[src/nbc_pkg.sv]
// ----------------------------------------------------------------------------
// nbc_pkg: shared types and constants for the negative base converter
// Field widths, digit limits and derived counter widths.
// ----------------------------------------------------------------------------
package nbc_pkg;

	localparam int VALUE_BITS = 60;
	localparam int RADIX_BITS = 11;
	localparam int MAX_DIGITS = 61;
	localparam int POS_BITS   = 6;
	localparam int STEP_BITS  = $clog2(VALUE_BITS);

	typedef logic [VALUE_BITS-1:0] value_t;
	typedef logic [RADIX_BITS-1:0] radix_t;
	typedef logic [POS_BITS-1:0]   pos_t;
	typedef logic [STEP_BITS-1:0]  step_t;

endpackage

[src/nbc_if.sv]
// ----------------------------------------------------------------------------
// nbc_if: channel interfaces of the negative base converter
// Valid/ready channels for the input value, the digit stream and the radix.
// ----------------------------------------------------------------------------
interface nbc_in_if;
	logic            valid;
	logic            ready;
	nbc_pkg::value_t value;

	modport source (output valid, output value, input ready);
	modport sink   (input valid, input value, output ready);
endinterface

interface nbc_out_if;
	logic            valid;
	logic            ready;
	nbc_pkg::radix_t digit;
	nbc_pkg::pos_t   digit_position;
	logic            last;

	modport source (output valid, output digit, output digit_position, output last,
		input ready);
	modport sink   (input valid, input digit, input digit_position, input last,
		output ready);
endinterface

interface nbc_cfg_if;
	logic            valid;
	logic            ready;
	nbc_pkg::radix_t data;

	modport source (output valid, output data, input ready);
	modport sink   (input valid, input data, output ready);
endinterface

[src/negative_base_converter.sv]
// ----------------------------------------------------------------------------
// negative_base_converter: writes a non-negative value in base minus k
// Shared restoring divider under a small sequencer, one digit per pass.
// ----------------------------------------------------------------------------
// Channels: req takes one value per beat, rsp gives one digit per beat, least
// significant first, with last on the most significant digit; cfg writes the
// radix magnitude k (0 and 1 act as 2); the user must write it only while the
// block is idle, as the block does not enforce this. Each digit costs one pass
// of a bit-serial restoring divider: a shift/subtract step for each of the
// VALUE_BITS (60) value bits, then a fold step.
// req.ready is high only between conversions; the next value is taken while
// the final digit may still sit in the output register.
// A stalled receiver holds the sequencer in its fold cycle; no digit is lost.
// Reset (arst_n low) drops any conversion in flight, empties the output
// register and sets k back to 2.
// Working value sign alternates with the digit position, so only its
// magnitude is kept: even positions are non-negative, odd ones non-positive.
// ----------------------------------------------------------------------------
module negative_base_converter (
	input  logic             clk,
	input  logic             arst_n,
	nbc_in_if.sink           req,
	nbc_out_if.source        rsp,
	nbc_cfg_if.sink          cfg
);
	import nbc_pkg::*;

	localparam logic [1:0] ST_IDLE = 2'd0;
	localparam logic [1:0] ST_DIV  = 2'd1;
	localparam logic [1:0] ST_FOLD = 2'd2;

	logic [1:0] state_q;
	radix_t     radix_q;
	value_t     mag_q;
	radix_t     rem_q;
	step_t      step_q;
	pos_t       pos_q;

	logic       out_valid_q;
	radix_t     out_digit_q;
	pos_t       out_pos_q;
	logic       out_last_q;

	radix_t                k_eff;
	logic [RADIX_BITS:0]   trial;
	logic [RADIX_BITS:0]   k_ext;
	logic                  ge;
	radix_t                rem_next;
	value_t                quo_inc;
	value_t                mag_fold;
	radix_t                digit_fold;
	logic                  done_fold;
	logic                  slot_free;
	logic                  fold_fire;

	assign k_eff = (radix_q < radix_t'(2)) ? radix_t'(2) : radix_q;

	// divider step: bring in the next value bit, subtract k when it fits
	assign trial    = {rem_q, mag_q[VALUE_BITS-1]};
	assign k_ext    = {1'b0, k_eff};
	assign ge       = (trial >= k_ext);
	assign rem_next = ge ? radix_t'(trial - k_ext) : trial[RADIX_BITS-1:0];

	// fold: on odd positions the value is negative, so round the quotient up
	assign quo_inc = mag_q + value_t'(1);
	always_comb begin
		if (pos_q[0] && (rem_q != '0)) begin
			digit_fold = k_eff - rem_q;
			mag_fold   = quo_inc;
		end else begin
			digit_fold = rem_q;
			mag_fold   = mag_q;
		end
	end
	assign done_fold = (mag_fold == '0) || (pos_q == pos_t'(MAX_DIGITS - 1));
	assign slot_free = !out_valid_q || rsp.ready;
	assign fold_fire = (state_q == ST_FOLD) && slot_free;

	assign req.ready = (state_q == ST_IDLE);
	assign cfg.ready = 1'b1;

	assign rsp.valid          = out_valid_q;
	assign rsp.digit          = out_digit_q;
	assign rsp.digit_position = out_pos_q;
	assign rsp.last           = out_last_q;

	always_ff @(posedge clk or negedge arst_n) begin
		if (!arst_n) begin
			state_q     <= ST_IDLE;
			radix_q     <= radix_t'(2);
			mag_q       <= '0;
			rem_q       <= '0;
			out_valid_q <= 1'b0;
			out_digit_q <= '0;
			out_pos_q   <= '0;
			out_last_q  <= 1'b0;
			step_q      <= '0;
			pos_q       <= '0;
		end else begin
			if (cfg.valid)
				radix_q <= cfg.data;
			if (fold_fire)
				out_valid_q <= 1'b1;
			else if (out_valid_q && rsp.ready)
				out_valid_q <= 1'b0;
			case (state_q)
				ST_IDLE: begin
					if (req.valid) begin
						mag_q   <= req.value;
						rem_q   <= '0;
						step_q  <= '0;
						pos_q   <= '0;
						state_q <= ST_DIV;
					end
				end
				ST_DIV: begin
					mag_q <= {mag_q[VALUE_BITS-2:0], ge};
					rem_q <= rem_next;
					if (step_q == step_t'(VALUE_BITS - 1)) begin
						step_q  <= '0;
						state_q <= ST_FOLD;
					end else begin
						step_q <= step_q + step_t'(1);
					end
				end
				ST_FOLD: begin
					// hold until the output register can take the beat
					if (slot_free) begin
						out_digit_q <= digit_fold;
						out_pos_q   <= pos_q;
						out_last_q  <= done_fold;
						mag_q       <= mag_fold;
						rem_q       <= '0;
						pos_q       <= pos_q + pos_t'(1);
						state_q     <= done_fold ? ST_IDLE : ST_DIV;
					end
				end
				default: begin
					state_q <= ST_IDLE;
				end
			endcase
		end
	end

endmodule

[src/flat_wrapper.sv]
// flat-port wrapper written by rule: the top's interface ports become plain ports
module negative_base_converter_flat import nbc_pkg::*;
  (clk, arst_n, req_valid, req_value, req_ready, rsp_valid, rsp_digit, rsp_digit_position, rsp_last, rsp_ready, cfg_valid, cfg_data, cfg_ready);
  nbc_in_if req_i ();
  nbc_out_if rsp_i ();
  nbc_cfg_if cfg_i ();
  input  logic clk;
  input  logic arst_n;
  input wire logic [$bits(req_i.valid)-1:0] req_valid;
  input wire logic [$bits(req_i.value)-1:0] req_value;
  output wire logic [$bits(req_i.ready)-1:0] req_ready;
  output wire logic [$bits(rsp_i.valid)-1:0] rsp_valid;
  output wire logic [$bits(rsp_i.digit)-1:0] rsp_digit;
  output wire logic [$bits(rsp_i.digit_position)-1:0] rsp_digit_position;
  output wire logic [$bits(rsp_i.last)-1:0] rsp_last;
  input wire logic [$bits(rsp_i.ready)-1:0] rsp_ready;
  input wire logic [$bits(cfg_i.valid)-1:0] cfg_valid;
  input wire logic [$bits(cfg_i.data)-1:0] cfg_data;
  output wire logic [$bits(cfg_i.ready)-1:0] cfg_ready;
  assign req_i.valid = req_valid;
  assign req_i.value = req_value;
  assign req_ready = req_i.ready;
  assign rsp_valid = rsp_i.valid;
  assign rsp_digit = rsp_i.digit;
  assign rsp_digit_position = rsp_i.digit_position;
  assign rsp_last = rsp_i.last;
  assign rsp_i.ready = rsp_ready;
  assign cfg_i.valid = cfg_valid;
  assign cfg_i.data = cfg_data;
  assign cfg_ready = cfg_i.ready;
  negative_base_converter u_core (.clk(clk), .arst_n(arst_n), .req(req_i), .rsp(rsp_i), .cfg(cfg_i));
endmodule
[config.mk]
export PLATFORM = sky130hd
export DESIGN_NAME = negative_base_converter_flat
export DESIGN_NICKNAME = d
export VERILOG_FILES = /design/src/nbc_pkg.sv /design/src/nbc_if.sv /design/src/negative_base_converter.sv /design/src/flat_wrapper.sv
export SDC_FILE = /design/constraint.sdc
export NUM_CORES = 1
export LEC_CHECK = 0
export ABC_CLOCK_PERIOD_IN_PS = 10200
export BUFFER_PORTS_ARGS = -buffer_cell sky130_fd_sc_hd__buf_2
export CORE_MARGIN = 2
export CORE_UTILIZATION = 65
export DETAILED_ROUTE_END_ITERATION = 6
export GPL_TIMING_DRIVEN = 0
export MAX_ROUTING_LAYER = met4
export PLACE_DENSITY = 0.94
export SLEW_MARGIN = 10
export SYNTH_ARGS = -nofsm -noshare
export SYNTH_HDL_FRONTEND = slang
export SYNTH_SLANG_ARGS = --single-unit
[constraint.sdc]
create_clock -name clk -period 10.2 [get_ports clk]
set_clock_uncertainty 0.15 [all_clocks]
set_input_delay 1.02 -clock clk [delete_from_list [all_inputs] [get_ports clk]]
set_output_delay 1.02 -clock clk [all_outputs]
set_load 0.02 [all_outputs]
==> key figures, run 1 <==
Timing
  – Final Critical Period: 4.89 ns
  – Fin Hold WS: 0.303 ns
  – Fin worst setup slack: 5.31 ns
  – Period utilisation layout: 48.0%
  – Hold violation count in the final report: 0
  – Fmax: 204 MHz
  – Post-route setup TNS: 0 ns
  – Relative slew slack: 21.7%
  – Worst-Margin Slew: 1.17 ns
  – Setup violators final: 0
  – Pins over their slew limit: 0
  – RSZ-0062 raised after global routing: false

Pwr
  – Maximum vdd ir drop: 0.174 mV
  – Pleak: 4.36 nW
  – P per Cell Area: 355 mW/mm²

Clock network
  – Post-CTS Setup Repair Bufs: 0
  – CTS Root Cell: clkbuf_16
  – H-tree lvl count: 4
  – Clock-pin slew on the worst setup and hold paths: 0.06 ns
  – CTS tree: yes
  – Clk sinks: 115
  – Post-cts gate resize count: 0
  – Hold Buf Count CTS: 0
  – Max clock buf depth: 2
  – Skew-Pair Late Insertion Delay: 0.44 ns
  – Total CTS buffers: 17

Worst setup path
  – Most frequent cell on the critical path: or4_1
  – Crit end category: register
  – Crit-path cells: ha_1 > nand4_1 > or4_1 > buf_2 > or4_1 > clkbuf_2 > nor3_1 > mux2i_1 > o2111ai_1 > or4_1 > or3_1 > o21ai_1
  – CP Launch Point: u_core.mag_q[1]
  – Worst Reg-to-Reg Cells: 12
  – Worst endpoint required time: 10.40 ns
  – Slowest-stage cell, CP: nor3_1
  – Startpoint Class: register
  – Reg-to-reg setup timing slack: 5.31 ns
  – Worst path max stage delay: 0.72 ns
  – Critical Path AT: 5.10 ns
  – WS Path Type: reg2reg
  – RR Startpoint: u_core.mag_q[1]
  – Worst reg2reg path endpoint: u_core.rsp.last
  – Worst Path Max Fanout: 7

Floorplanning
  – Initial Util: 65.9%
  – Die height: 122 µm
  – Top-Level Pins: 97
  – Die area: 0.0149 mm²
  – Chip width: 122 µm
  – Num rows: 43
  – Core area: 0.0137 mm²

Run
  – Max_cap viols: 0

Final layout
  – Diodes inserted: 0
  – Nets: 1396
  – Layout area overhead: 14.8%
  – Layout cells sized above 1: 12.4%
  – Fin util: 75.6%

Synth
  – Post-synth ARST share: 100%
  – Ys flop type: dfrtp_1
  – Cell area after synthesis: 0.00904 mm²
  – Warnings from Yosys: 0
  – Syn Inst Count: 1175
  – Syn nets: 1282
  – Distinct cells, synth: 72
  – Yosys reg bits: 115
  – Sequential area share after synthesis: 31.9%
  – Post-synth EDFFs: 0
  – Syn Area/Cell: 7.69 µm²

Global routing
  – GR Layer Usage met2: 66.9%
  – Gr busiest metal: met2
  – Maximum number of pins on one net before global-route repair: 89
  – Global-route wire length before repair: 49600 µm
  – Gr usage total: 44.7%
  – Total congestion overflow: 0
  – Vias in the first global route: 9276
  – Met1 Usage GRT: 56.5%
  – Initial antenna violation count: 0
  – Grt met3 use: 11.0%

Route
  – Final WL: 31900 µm
  – Vias per inst: 6.73
  – Detailed-route DRC error count: 3
  – Router iterations before antenna repair: 7
  – Vias: 9979
  – Detail Route Antenna Nets: 0
  – Wire per inst: 21.5 µm
  – Iter 0 DRT Violations: 1374

Run status
  – Status: finished with violations
  – Failing checks: design-rule violations

Hold path
  – Worst hold path class: in2async

Placement
  – Pre-CTS WS: 5.45 ns
  – PortBufs: 94
  – Hpwl dp: 22700 µm
  – GP Congestion: 1.03
-- through the flow --
step / power (mW) / cell area [µm²] / instances
floorplan: 2.25 / 9040 / 1175
global placement: 2.86 / 9730 / 1449
detailed placement: 2.93 / 9770 / 1450
CTS: 3.58 / 10400 / 1482
global route: 3.88 / 10400 / 1482
finish: 3.68 / 10400 / 1482
-- cells in the final DEF, fill, tap and decap left out, drive strengths merged, types with 9 or more instances in the layout --
cell      n
or4       9
ha       29
a211oi   19
xnor2    51
o21ai   129
nand4    26
buf     115
nor2     74
xor2     22
nor3     37
nand3    41
nor4     21
a22oi    25
and4     11
a21o     28
o211ai   29
dfrtp   114
inv      47
clkbuf  107
nand2   175
and3     17
o22ai    12
a21oi    34
-- synth_stat cells (all sizes together) (28+ instances only) --
| master | count | share of area [%] |
|---|---|---|
| xnor2 | 51 | 4.9 |
| a21oi | 34 | 1.9 |
| clkbuf | 89 | 3.7 |
| o211ai | 29 | 2.4 |
| dfrtp | 114 | 32 |
| nor3 | 37 | 2.1 |
| a21o | 28 | 2.3 |
| nor2 | 74 | 3.1 |
| inv | 44 | 1.8 |
| nand3 | 41 | 2.3 |
| ha | 29 | 4.0 |
| o21ai | 129 | 7.1 |
| nand2 | 175 | 7.3 |
-- routing by layer --
metal | share of wire, % | routed length, µm
met5 | 0 | 0
met3 | 12 | 3870
met4 | 4.8 | 1530
met2 | 45 | 14400
met1 | 38 | 12000
-- where the power goes --
group          switching, mW  total (mW)  internal [mW]
Sequential             0.167       0.808          0.641
Clock                  0.245       0.632          0.388
Combinational           1.51        2.24          0.732
Total                   1.92        3.68           1.76
-- state kept, by name, summed over array words and instances (netlist names) --
signal / count
u_core.mag_q: 60
u_core.radix_q: 11
u_core.rem_q: 11
u_core.rsp.digit: 11
u_core.pos_q: 6
u_core.rsp.digit_position: 6
u_core.step_q: 6
u_core.state_q: 2
u_core.rsp.last: 1
u_core.rsp.valid: 1
-- kinds of logic after synthesis --
group | count (synthesis) | share of synthesized area, %
other | 1 | 0.0415
and+or+nand+nor | 449 | 24.3
DFF | 115 | 31.9
adders and majority gates | 31 | 4.46
AOI/OAI and AO/OA | 340 | 24.2
muxes | 12 | 1.38
buffers and inverters | 154 | 6.69
xor gates and xnor gates | 73 | 7.08
-- layout make-up --
class / count / area, µm²
Buffer: 109 / 435
Clock buffer: 18 / 429
Clock inverter: 14 / 180
Fill cell: 1037 / 3340
Inverter: 45 / 169
Multi-Input combinational cell: 906 / 5550
Sequential cell: 115 / 2880
Tap cell: 180 / 225
Timing Repair Buffer: 95 / 504
-- worst max-delay path by stage --
stage                      end  slack (ns)  cells after the start
4_1_cts        u_core.rsp.last        5.43                     12
6_report       u_core.rsp.last        5.31                     12
3_3_place_gp   u_core.rsp.last        5.44                     12
2_1_floorplan  u_core.rsp.last        6.15                     12
3_5_place_dp   u_core.rsp.last        5.45                     12
5_1_grt        u_core.rsp.last        5.06                     12
-- worst max-delay path, delay by kind of cell (launching register included) --
family | cells | cell delay (ns)
simple gates | 6 | 2.88
flops | 1 | 0.43
buf+inv | 2 | 0.40
mux | 1 | 0.34
fa+ha+maj | 1 | 0.31
compound gates | 2 | 0.30
No activity file was read; power rests on OpenSTA's default activity.
==> run 2: changes to the inputs <==
--- a/config.mk
+++ b/config.mk
@@ -5,14 +5,14 @@
 export SDC_FILE = /design/constraint.sdc
 export NUM_CORES = 1
 export LEC_CHECK = 0
-export ABC_CLOCK_PERIOD_IN_PS = 10200
+export ABC_CLOCK_PERIOD_IN_PS = 4900
 export BUFFER_PORTS_ARGS = -buffer_cell sky130_fd_sc_hd__buf_2
 export CORE_MARGIN = 2
-export CORE_UTILIZATION = 65
+export CORE_UTILIZATION = 60
 export DETAILED_ROUTE_END_ITERATION = 6
 export GPL_TIMING_DRIVEN = 0
 export MAX_ROUTING_LAYER = met4
-export PLACE_DENSITY = 0.94
+export PLACE_DENSITY = 0.88
 export SLEW_MARGIN = 10
 export SYNTH_ARGS = -nofsm -noshare
 export SYNTH_HDL_FRONTEND = slang
==> constraint.sdc (replaced) <==
create_clock -name clk -period 4.9 [get_ports clk]
set_clock_uncertainty 0.15 [all_clocks]
set_input_delay 0.49 -clock clk [delete_from_list [all_inputs] [get_ports clk]]
set_output_delay 0.49 -clock clk [all_outputs]
set_load 0.02 [all_outputs]
==> key figures, run 2 (synthesis gave the netlist of run 1 again) <==
Pwr
  – Pleak: 4.34 nW (was 4.36 nW)
  – Internal power: 3.61 mW (was 1.76 mW)
  – P per Cell Area: 728 mW/mm² (was 355 mW/mm²)
  – Reg power frac: 22.2% (was 21.9%)
  – Comb power frac: 61.1% (was 60.9%)
  – Net Switching: 3.94 mW (was 1.92 mW)
  – Clock network power share: 16.6% (was 17.2%)
  – Maximum vdd ir drop: 0.404 mV (was 0.174 mV)
  – Switching fraction of total power: 52.2% (about the same)

Final layout
  – Most flop-heavy register: u_core.mag_q (unchanged)
  – Most frequent cells in the layout: nand2_1, o21ai_0, dfrtp_1 (unchanged)
  – Filler cell count: 1172 (was 1037)
  – Layout area overhead: 14.7% (was 14.8%)
  – Layout cells sized above 1: 12.6% (was 12.4%)
  – Design Area, Final: 0.0104 mm² (about the same)
  – Nets: 1397 (was 1396)
  – Diodes inserted: 0 (unchanged)
  – Number of flip-flops in the largest register: 60 (unchanged)
  – Most common cell after layout, fill and taps aside: nand2_1 (unchanged)

Worst setup path
  – Worst Reg-to-Reg Cells: 11 (was 12)
  – Worst reg2reg path endpoint: u_core.rsp.last (unchanged)
  – Bufs and invs on worst path: 1 (was 2)
  – Crit end category: register (unchanged)
  – Critical Path AT: 4.87 ns (was 5.10 ns)
  – Slowest-stage cell, CP: nor4_2 (was nor3_1)
  – RR Startpoint: u_core.mag_q[1] (unchanged)
  – Crit-path cells: ha_1 > nand4_1 > or4_1 > buf_2 > nor4_2 > nand4_1 > mux2i_1 > a21o_1 > or4_1 > or3_1 > o21ai_1 (was ha_1 > nand4_1 > or4_1 > buf_2 > or4_1 > clkbuf_2 > nor3_1 > mux2i_1 > o2111ai_1 > or4_1 > or3_1 > o21ai_1)
  – Worst Path Max Fanout: 10 (was 7)
  – Reg-to-reg setup timing slack: 0.23 ns (was 5.31 ns)
  – WS Path Type: reg2reg (unchanged)
  – Startpoint Class: register (unchanged)
  – Worst path top cell family by delay: simple AND/OR/NAND/NOR gates (unchanged)
  – Worst endpoint required time: 5.10 ns (was 10.40 ns)
  – Worst path max stage delay: 0.94 ns (was 0.72 ns)

Clock network
  – Skew-Pair Late Insertion Delay: 0.44 ns (about the same)
  – CTS tree: yes (unchanged)
  – H-tree lvl count: 4 (unchanged)
  – Clk sinks: 115 (unchanged)
  – Total CTS buffers: 17 (unchanged)
  – Max clock buf depth: 2 (unchanged)
  – CTS Root Cell: clkbuf_16 (unchanged)
  – Clock-pin slew on the worst setup and hold paths: 0.06 ns (about the same)

Timing
  – Period utilisation layout: 95.3% (was 48.0%)
  – Post-route setup TNS: 0 ns (unchanged)
  – Final Critical Period: 4.67 ns (was 4.89 ns)
  – Worst-Margin Slew: 1.11 ns (was 1.17 ns)
  – RSZ-0062 raised after global routing: false (unchanged)
  – Hold violation count in the final report: 0 (unchanged)
  – Fmax: 214 MHz (was 204 MHz)
  – Relative slew slack: 25.1% (was 21.7%)
  – Pins over their slew limit: 0 (unchanged)
  – Setup violators final: 0 (unchanged)

Route
  – Vias: 9872 (was 9979)
  – Detail Route Antenna Nets: 0 (unchanged)
  – Final WL: 31200 µm (was 31900 µm)
  – Detailed-route DRC error count: 0 (was 3)
  – Router iterations before antenna repair: 6 (was 7)
  – Wire per inst: 21.0 µm (was 21.5 µm)
  – Iter 0 DRT Violations: 1342 (was 1374)
  – Vias per inst: 6.64 (was 6.73)

Hold path
  – Hold Path Sink: u_core.radix_q[10]
  – Hold Crit Depth: 3
  – Worst hold path class: in2reg (was in2async)
  – Hold_sp: cfg_data[10]

Floorplanning
  – Core area: 0.0146 mm² (was 0.0137 mm²)
  – Chip width: 127 µm (was 122 µm)
  – Top-Level Pins: 97 (unchanged)
  – Die height: 127 µm (was 122 µm)
  – Num rows: 44 (was 43)
  – Initial Util: 61.7% (was 65.9%)
  – Die area: 0.0161 mm² (was 0.0149 mm²)

Global routing
  – Global-route wire length before repair: 49500 µm (was 49600 µm)
  – Total congestion overflow: 0 (unchanged)
  – Gr usage total: 40.5% (was 44.7%)
  – Initial antenna violation count: 0 (unchanged)
  – Maximum number of pins on one net before global-route repair: 60 (was 89)
  – Vias in the first global route: 9153 (was 9276)

Placement
  – GP Congestion: 1.01 (was 1.03)
  – DP Area: 0.00977 mm² (about the same)
  – Hpwl dp: 22400 µm (was 22700 µm)
  – PortBufs: 94 (unchanged)

Run
  – Max_cap viols: 0 (unchanged)

Run status
  – Status: complete, no violations (was finished with violations)
-- run 2: final cells by class --
type,instances,area (µm²),area share (%)
inverters,45,169,1.63
plain buffers,109,435,4.20
repair buffers,96,514,4.96
flip-flops and latches,115,2880,27.8
multi-input cells,906,5560,53.6
clock inverters,15,158,1.52
well taps,184,230,2.22
clock buffers,17,425,4.10
-- run 2: how the worst max path moves through the flow --
stage	depth (start not counted)	slack, ns	end	start
2_1_floorplan	12	0.85	u_core.rsp.last	u_core.mag_q[1]
3_3_place_gp	12	0.19	u_core.rsp.last	u_core.mag_q[1]
3_5_place_dp	12	0.16	u_core.rsp.last	u_core.mag_q[1]
4_1_cts	12	0.13	u_core.rsp.last	u_core.mag_q[1]
5_1_grt	11	0.13	u_core.rsp.last	u_core.mag_q[1]
6_report	11	0.23	u_core.rsp.last	u_core.mag_q[1]
-- run 2: worst register-to-register path, delay by kind of cell, from the launching register on --
kind,cells,cell delay (ns)
DFF,1,0.46
buffers and inverters,1,0.18
AOI/OAI and AO/OA,2,0.31
muxes,1,0.23
adders and majority gates,1,0.31
and+or+nand+nor,6,2.94
-- run 2: repair_timing --
action                                  4_1_cts  5_1_grt
hold endpoints to repair                     56        0
endpoints found under the setup margin        0        2
hold buffers                                  1        0
setup buffers                                 0        0
resized for setup                             0        1
-- run 2: power groups by stage --
stage          Sequential, mW  Combinational, mW  Clock [mW]
6_report                 1.68               4.62        1.25
5_1_grt                  1.72               5.00        1.29
2_1_floorplan            1.63               3.06           0
3_5_place_dp             1.67               4.41           0
4_1_cts                  1.66               4.46        1.25
3_3_place_gp             1.66               4.29           0
-- run 2: metrics by stage --
stage / cells / hold slack [ns] / setup WS, ns / power (mW) / util [%]
CTS: 1487 / 0.110 / 0.134 / 7.37 / 70.8
global placement: 1453 / 0.307 / 0.193 / 5.95 / 66.5
finish: 1487 / 0.110 / 0.230 / 7.55 / 70.8
floorplan: 1175 / 0.0444 / 0.851 / 4.69 / -
detailed placement: 1454 / 0.313 / 0.160 / 6.08 / 66.7
global route: 1487 / 0.123 / 0.130 / 8.01 / 70.8
-- run 2: per-layer routing --
| layer | wire (µm) | vias to the layer above | GRT usage, % |
|---|---|---|---|
| met3 | 3340 | 107 | 8.73 |
| li1 | - | 4454 | - |
| met2 | 14200 | 638 | 61.3 |
| met4 | 1150 | 0 | 16.2 |
| met5 | 0 | - | - |
| met1 | 12500 | 4673 | 53.3 |
==> run 3: changes to the inputs <==
--- a/config.mk
+++ b/config.mk
@@ -12,7 +12,7 @@
 export DETAILED_ROUTE_END_ITERATION = 6
 export GPL_TIMING_DRIVEN = 0
 export MAX_ROUTING_LAYER = met4
-export PLACE_DENSITY = 0.88
+export PLACE_DENSITY = 0.81
 export SLEW_MARGIN = 10
 export SYNTH_ARGS = -nofsm -noshare
 export SYNTH_HDL_FRONTEND = slang
==> key figures, run 3 (synthesis gave the netlist of run 1 again) <==
Run status
  – Status: complete, no violations (unchanged)

Route
  – Detailed-route DRC error count: 0 (unchanged)
  – Vias per inst: 6.52 (was 6.64)
  – Iter 0 DRT Violations: 1381 (was 1342)
  – Vias: 9688 (was 9872)
  – Final WL: 30900 µm (was 31200 µm)
  – Wire per inst: 20.8 µm (was 21.0 µm)
  – Router iterations before antenna repair: 6 (unchanged)
  – Detail Route Antenna Nets: 0 (unchanged)

Timing
  – Period utilisation layout: 96.6% (was 95.3%)
  – Hold violation count in the final report: 0 (unchanged)
  – Relative slew slack: 25.0% (was 25.1%)
  – Final Critical Period: 4.73 ns (was 4.67 ns)
  – Pins over their slew limit: 0 (unchanged)
  – Post-route setup TNS: 0 ns (unchanged)
  – RSZ-0062 raised after global routing: false (unchanged)
  – Fmax: 211 MHz (was 214 MHz)
  – Worst-Margin Slew: 1.12 ns (was 1.11 ns)
  – Setup violators final: 0 (unchanged)

Worst setup path
  – Worst endpoint required time: 5.09 ns (was 5.10 ns)
  – Worst Path Max Fanout: 7 (was 10)
  – Worst path max stage delay: 0.59 ns (was 0.94 ns)
  – Critical Path AT: 4.92 ns (was 4.87 ns)
  – Most frequent cell on the critical path: or4_1
  – Worst path top cell family by delay: simple AND/OR/NAND/NOR gates (unchanged)
  – Crit-path cells: ha_1 > nand4_1 > or4_1 > buf_2 > or4_1 > clkbuf_2 > nor3_2 > mux2i_1 > o2111ai_1 > or4_1 > or3_1 > o21ai_1 (was ha_1 > nand4_1 > or4_1 > buf_2 > nor4_2 > nand4_1 > mux2i_1 > a21o_1 > or4_1 > or3_1 > o21ai_1)
  – Crit end category: register (unchanged)
  – Bufs and invs on worst path: 2 (was 1)
  – Startpoint Class: register (unchanged)
  – Slowest-stage cell, CP: or4_1 (was nor4_2)
  – WS Path Type: reg2reg (unchanged)

Final layout
  – Layout cells sized above 1: 12.4% (was 12.6%)
  – Most flop-heavy register: u_core.mag_q (unchanged)
  – Diodes inserted: 0 (unchanged)
  – Nets: 1397 (unchanged)
  – Number of flip-flops in the largest register: 60 (unchanged)
  – Most common cell after layout, fill and taps aside: nand2_1 (unchanged)
  – Most frequent cells in the layout: nand2_1, o21ai_0, dfrtp_1 (unchanged)
  – Layout area overhead: 15.1% (was 14.7%)

Global routing
  – Grt met3 use: 6.75% (was 8.73%)
  – GR Layer Usage met2: 60.5% (was 61.3%)
  – Initial antenna violation count: 0 (unchanged)
  – Vias in the first global route: 9184 (was 9153)
  – Global-route wire length before repair: 49500 µm (about the same)
  – Met1 Usage GRT: 55.3% (was 53.3%)
  – Total congestion overflow: 0 (unchanged)
  – Gr usage total: 40.5% (about the same)
  – Gr busiest metal: met2 (unchanged)
  – Maximum number of pins on one net before global-route repair: 65 (was 60)

Floorplanning
  – Die area: 0.0161 mm² (unchanged)
  – Core area: 0.0146 mm² (unchanged)
  – Top-Level Pins: 97 (unchanged)
  – Initial Util: 61.7% (unchanged)
  – Num rows: 44 (unchanged)
  – Die height: 127 µm (unchanged)
  – Chip width: 127 µm (unchanged)

Clock network
  – H-tree lvl count: 4 (unchanged)
  – Post-CTS Setup Repair Bufs: 0 (unchanged)
  – Skew-Pair Late Insertion Delay: 0.43 ns (was 0.44 ns)
  – Total CTS buffers: 17 (unchanged)
  – Clock-pin slew on the worst setup and hold paths: 0.06 ns (about the same)
  – CTS tree: yes (unchanged)
  – Max clock buf depth: 2 (unchanged)
  – Clk sinks: 115 (unchanged)
  – CTS Root Cell: clkbuf_16 (unchanged)

Run
  – Max_cap viols: 0 (unchanged)

Pwr
  – P per Cell Area: 729 mW/mm² (was 728 mW/mm²)
  – Pleak: 4.36 nW (was 4.34 nW)
  – Pwr Total: 7.59 mW (was 7.55 mW)
  – Maximum vdd ir drop: 0.465 mV (was 0.404 mV)

Hold path
  – Worst hold path class: in2reg (unchanged)

Placement
  – PortBufs: 94 (unchanged)
  – Hpwl dp: 22600 µm (was 22400 µm)
  – GP Congestion: 1.02 (was 1.01)
[run 3: cell types whose count changed in the layout (fill, tap and decap cells not counted), sizes merged]
cell	before	now
clkbuf	106	112
inv	47	44
clkinv	7	5
clkinvlp	4	2
bufinv	2	3
[run 3: layout make-up]
| class | instances | area [µm²] |
|---|---|---|
| multi-input combinational | 906 | 5560 |
| fill | 1240 | 4240 |
| sequential | 115 | 2880 |
| timing repair buffer | 96 | 514 |
| clock buffer | 23 | 488 |
| buffer | 109 | 435 |
| tap | 184 | 230 |
| inverter | 45 | 169 |
| clock inverter | 9 | 129 |
[run 3: power breakdown]
group | total (mW) | switching, mW | internal [mW]
logic | 4.60 | 3.08 | 1.52
registers | 1.67 | 0.337 | 1.33
clock network | 1.32 | 0.465 | 0.851
total | 7.59 | 3.88 | 3.71
[run 3: what timing repair did]
item | 4_1_cts | 5_1_grt
resized for setup | 1 | 0
hold buffers | 1 | 0
endpoints found under the setup margin | 1 | 0
hold endpoints to repair | 50 | 0
[run 3: final timing paths]
check | start | endpoint | slack (ns) | cells past startpoint
setup / recovery | u_core.mag_q[1] | u_core.rsp.last | 0.17 | 12
hold / removal | cfg_data[10] | u_core.radix_q[10] | 0.12 | 3
hold reg to reg | u_core.rsp.digit_position[5] | u_core.rsp.digit_position[5] | 0.32 | 2
max in group asynchronous | arst_n | u_core.mag_q[56] | 3.45 | 3
setup reg to reg | u_core.mag_q[1] | u_core.rsp.last | 0.17 | 12
min in group asynchronous | arst_n | u_core.mag_q[22] | 0.43 | 2
[run 3: tightest hold or removal path: cells and delay by family]
kind	cells	cell delay, ns
AO/OA/AOI/OAI	1	0.06
buffers and inverters	1	0.07
AND/OR/NAND/NOR	1	0.03
[run 3: metrics by stage]
step / instances / worst slack (ns) / cell area, µm² / util [%] / hold WS, ns
2_1_floorplan: 1175 / 0.851 / 9040 / - / 0.0444
3_3_place_gp: 1453 / 0.0141 / 9740 / 66.5 / 0.304
3_5_place_dp: 1454 / 0.0134 / 9770 / 66.7 / 0.306
4_1_cts: 1487 / 0.274 / 10400 / 71.0 / 0.114
5_1_grt: 1487 / 0.0126 / 10400 / 71.0 / 0.132
6_report: 1487 / 0.167 / 10400 / 71.0 / 0.116
[run 3: per-layer routing]
layer | up-vias | wire length [µm]
met3 | 100 | 2970
met2 | 553 | 13600
met1 | 4573 | 13100
li1 | 4462 | -
met5 | - | 0
met4 | 0 | 1230
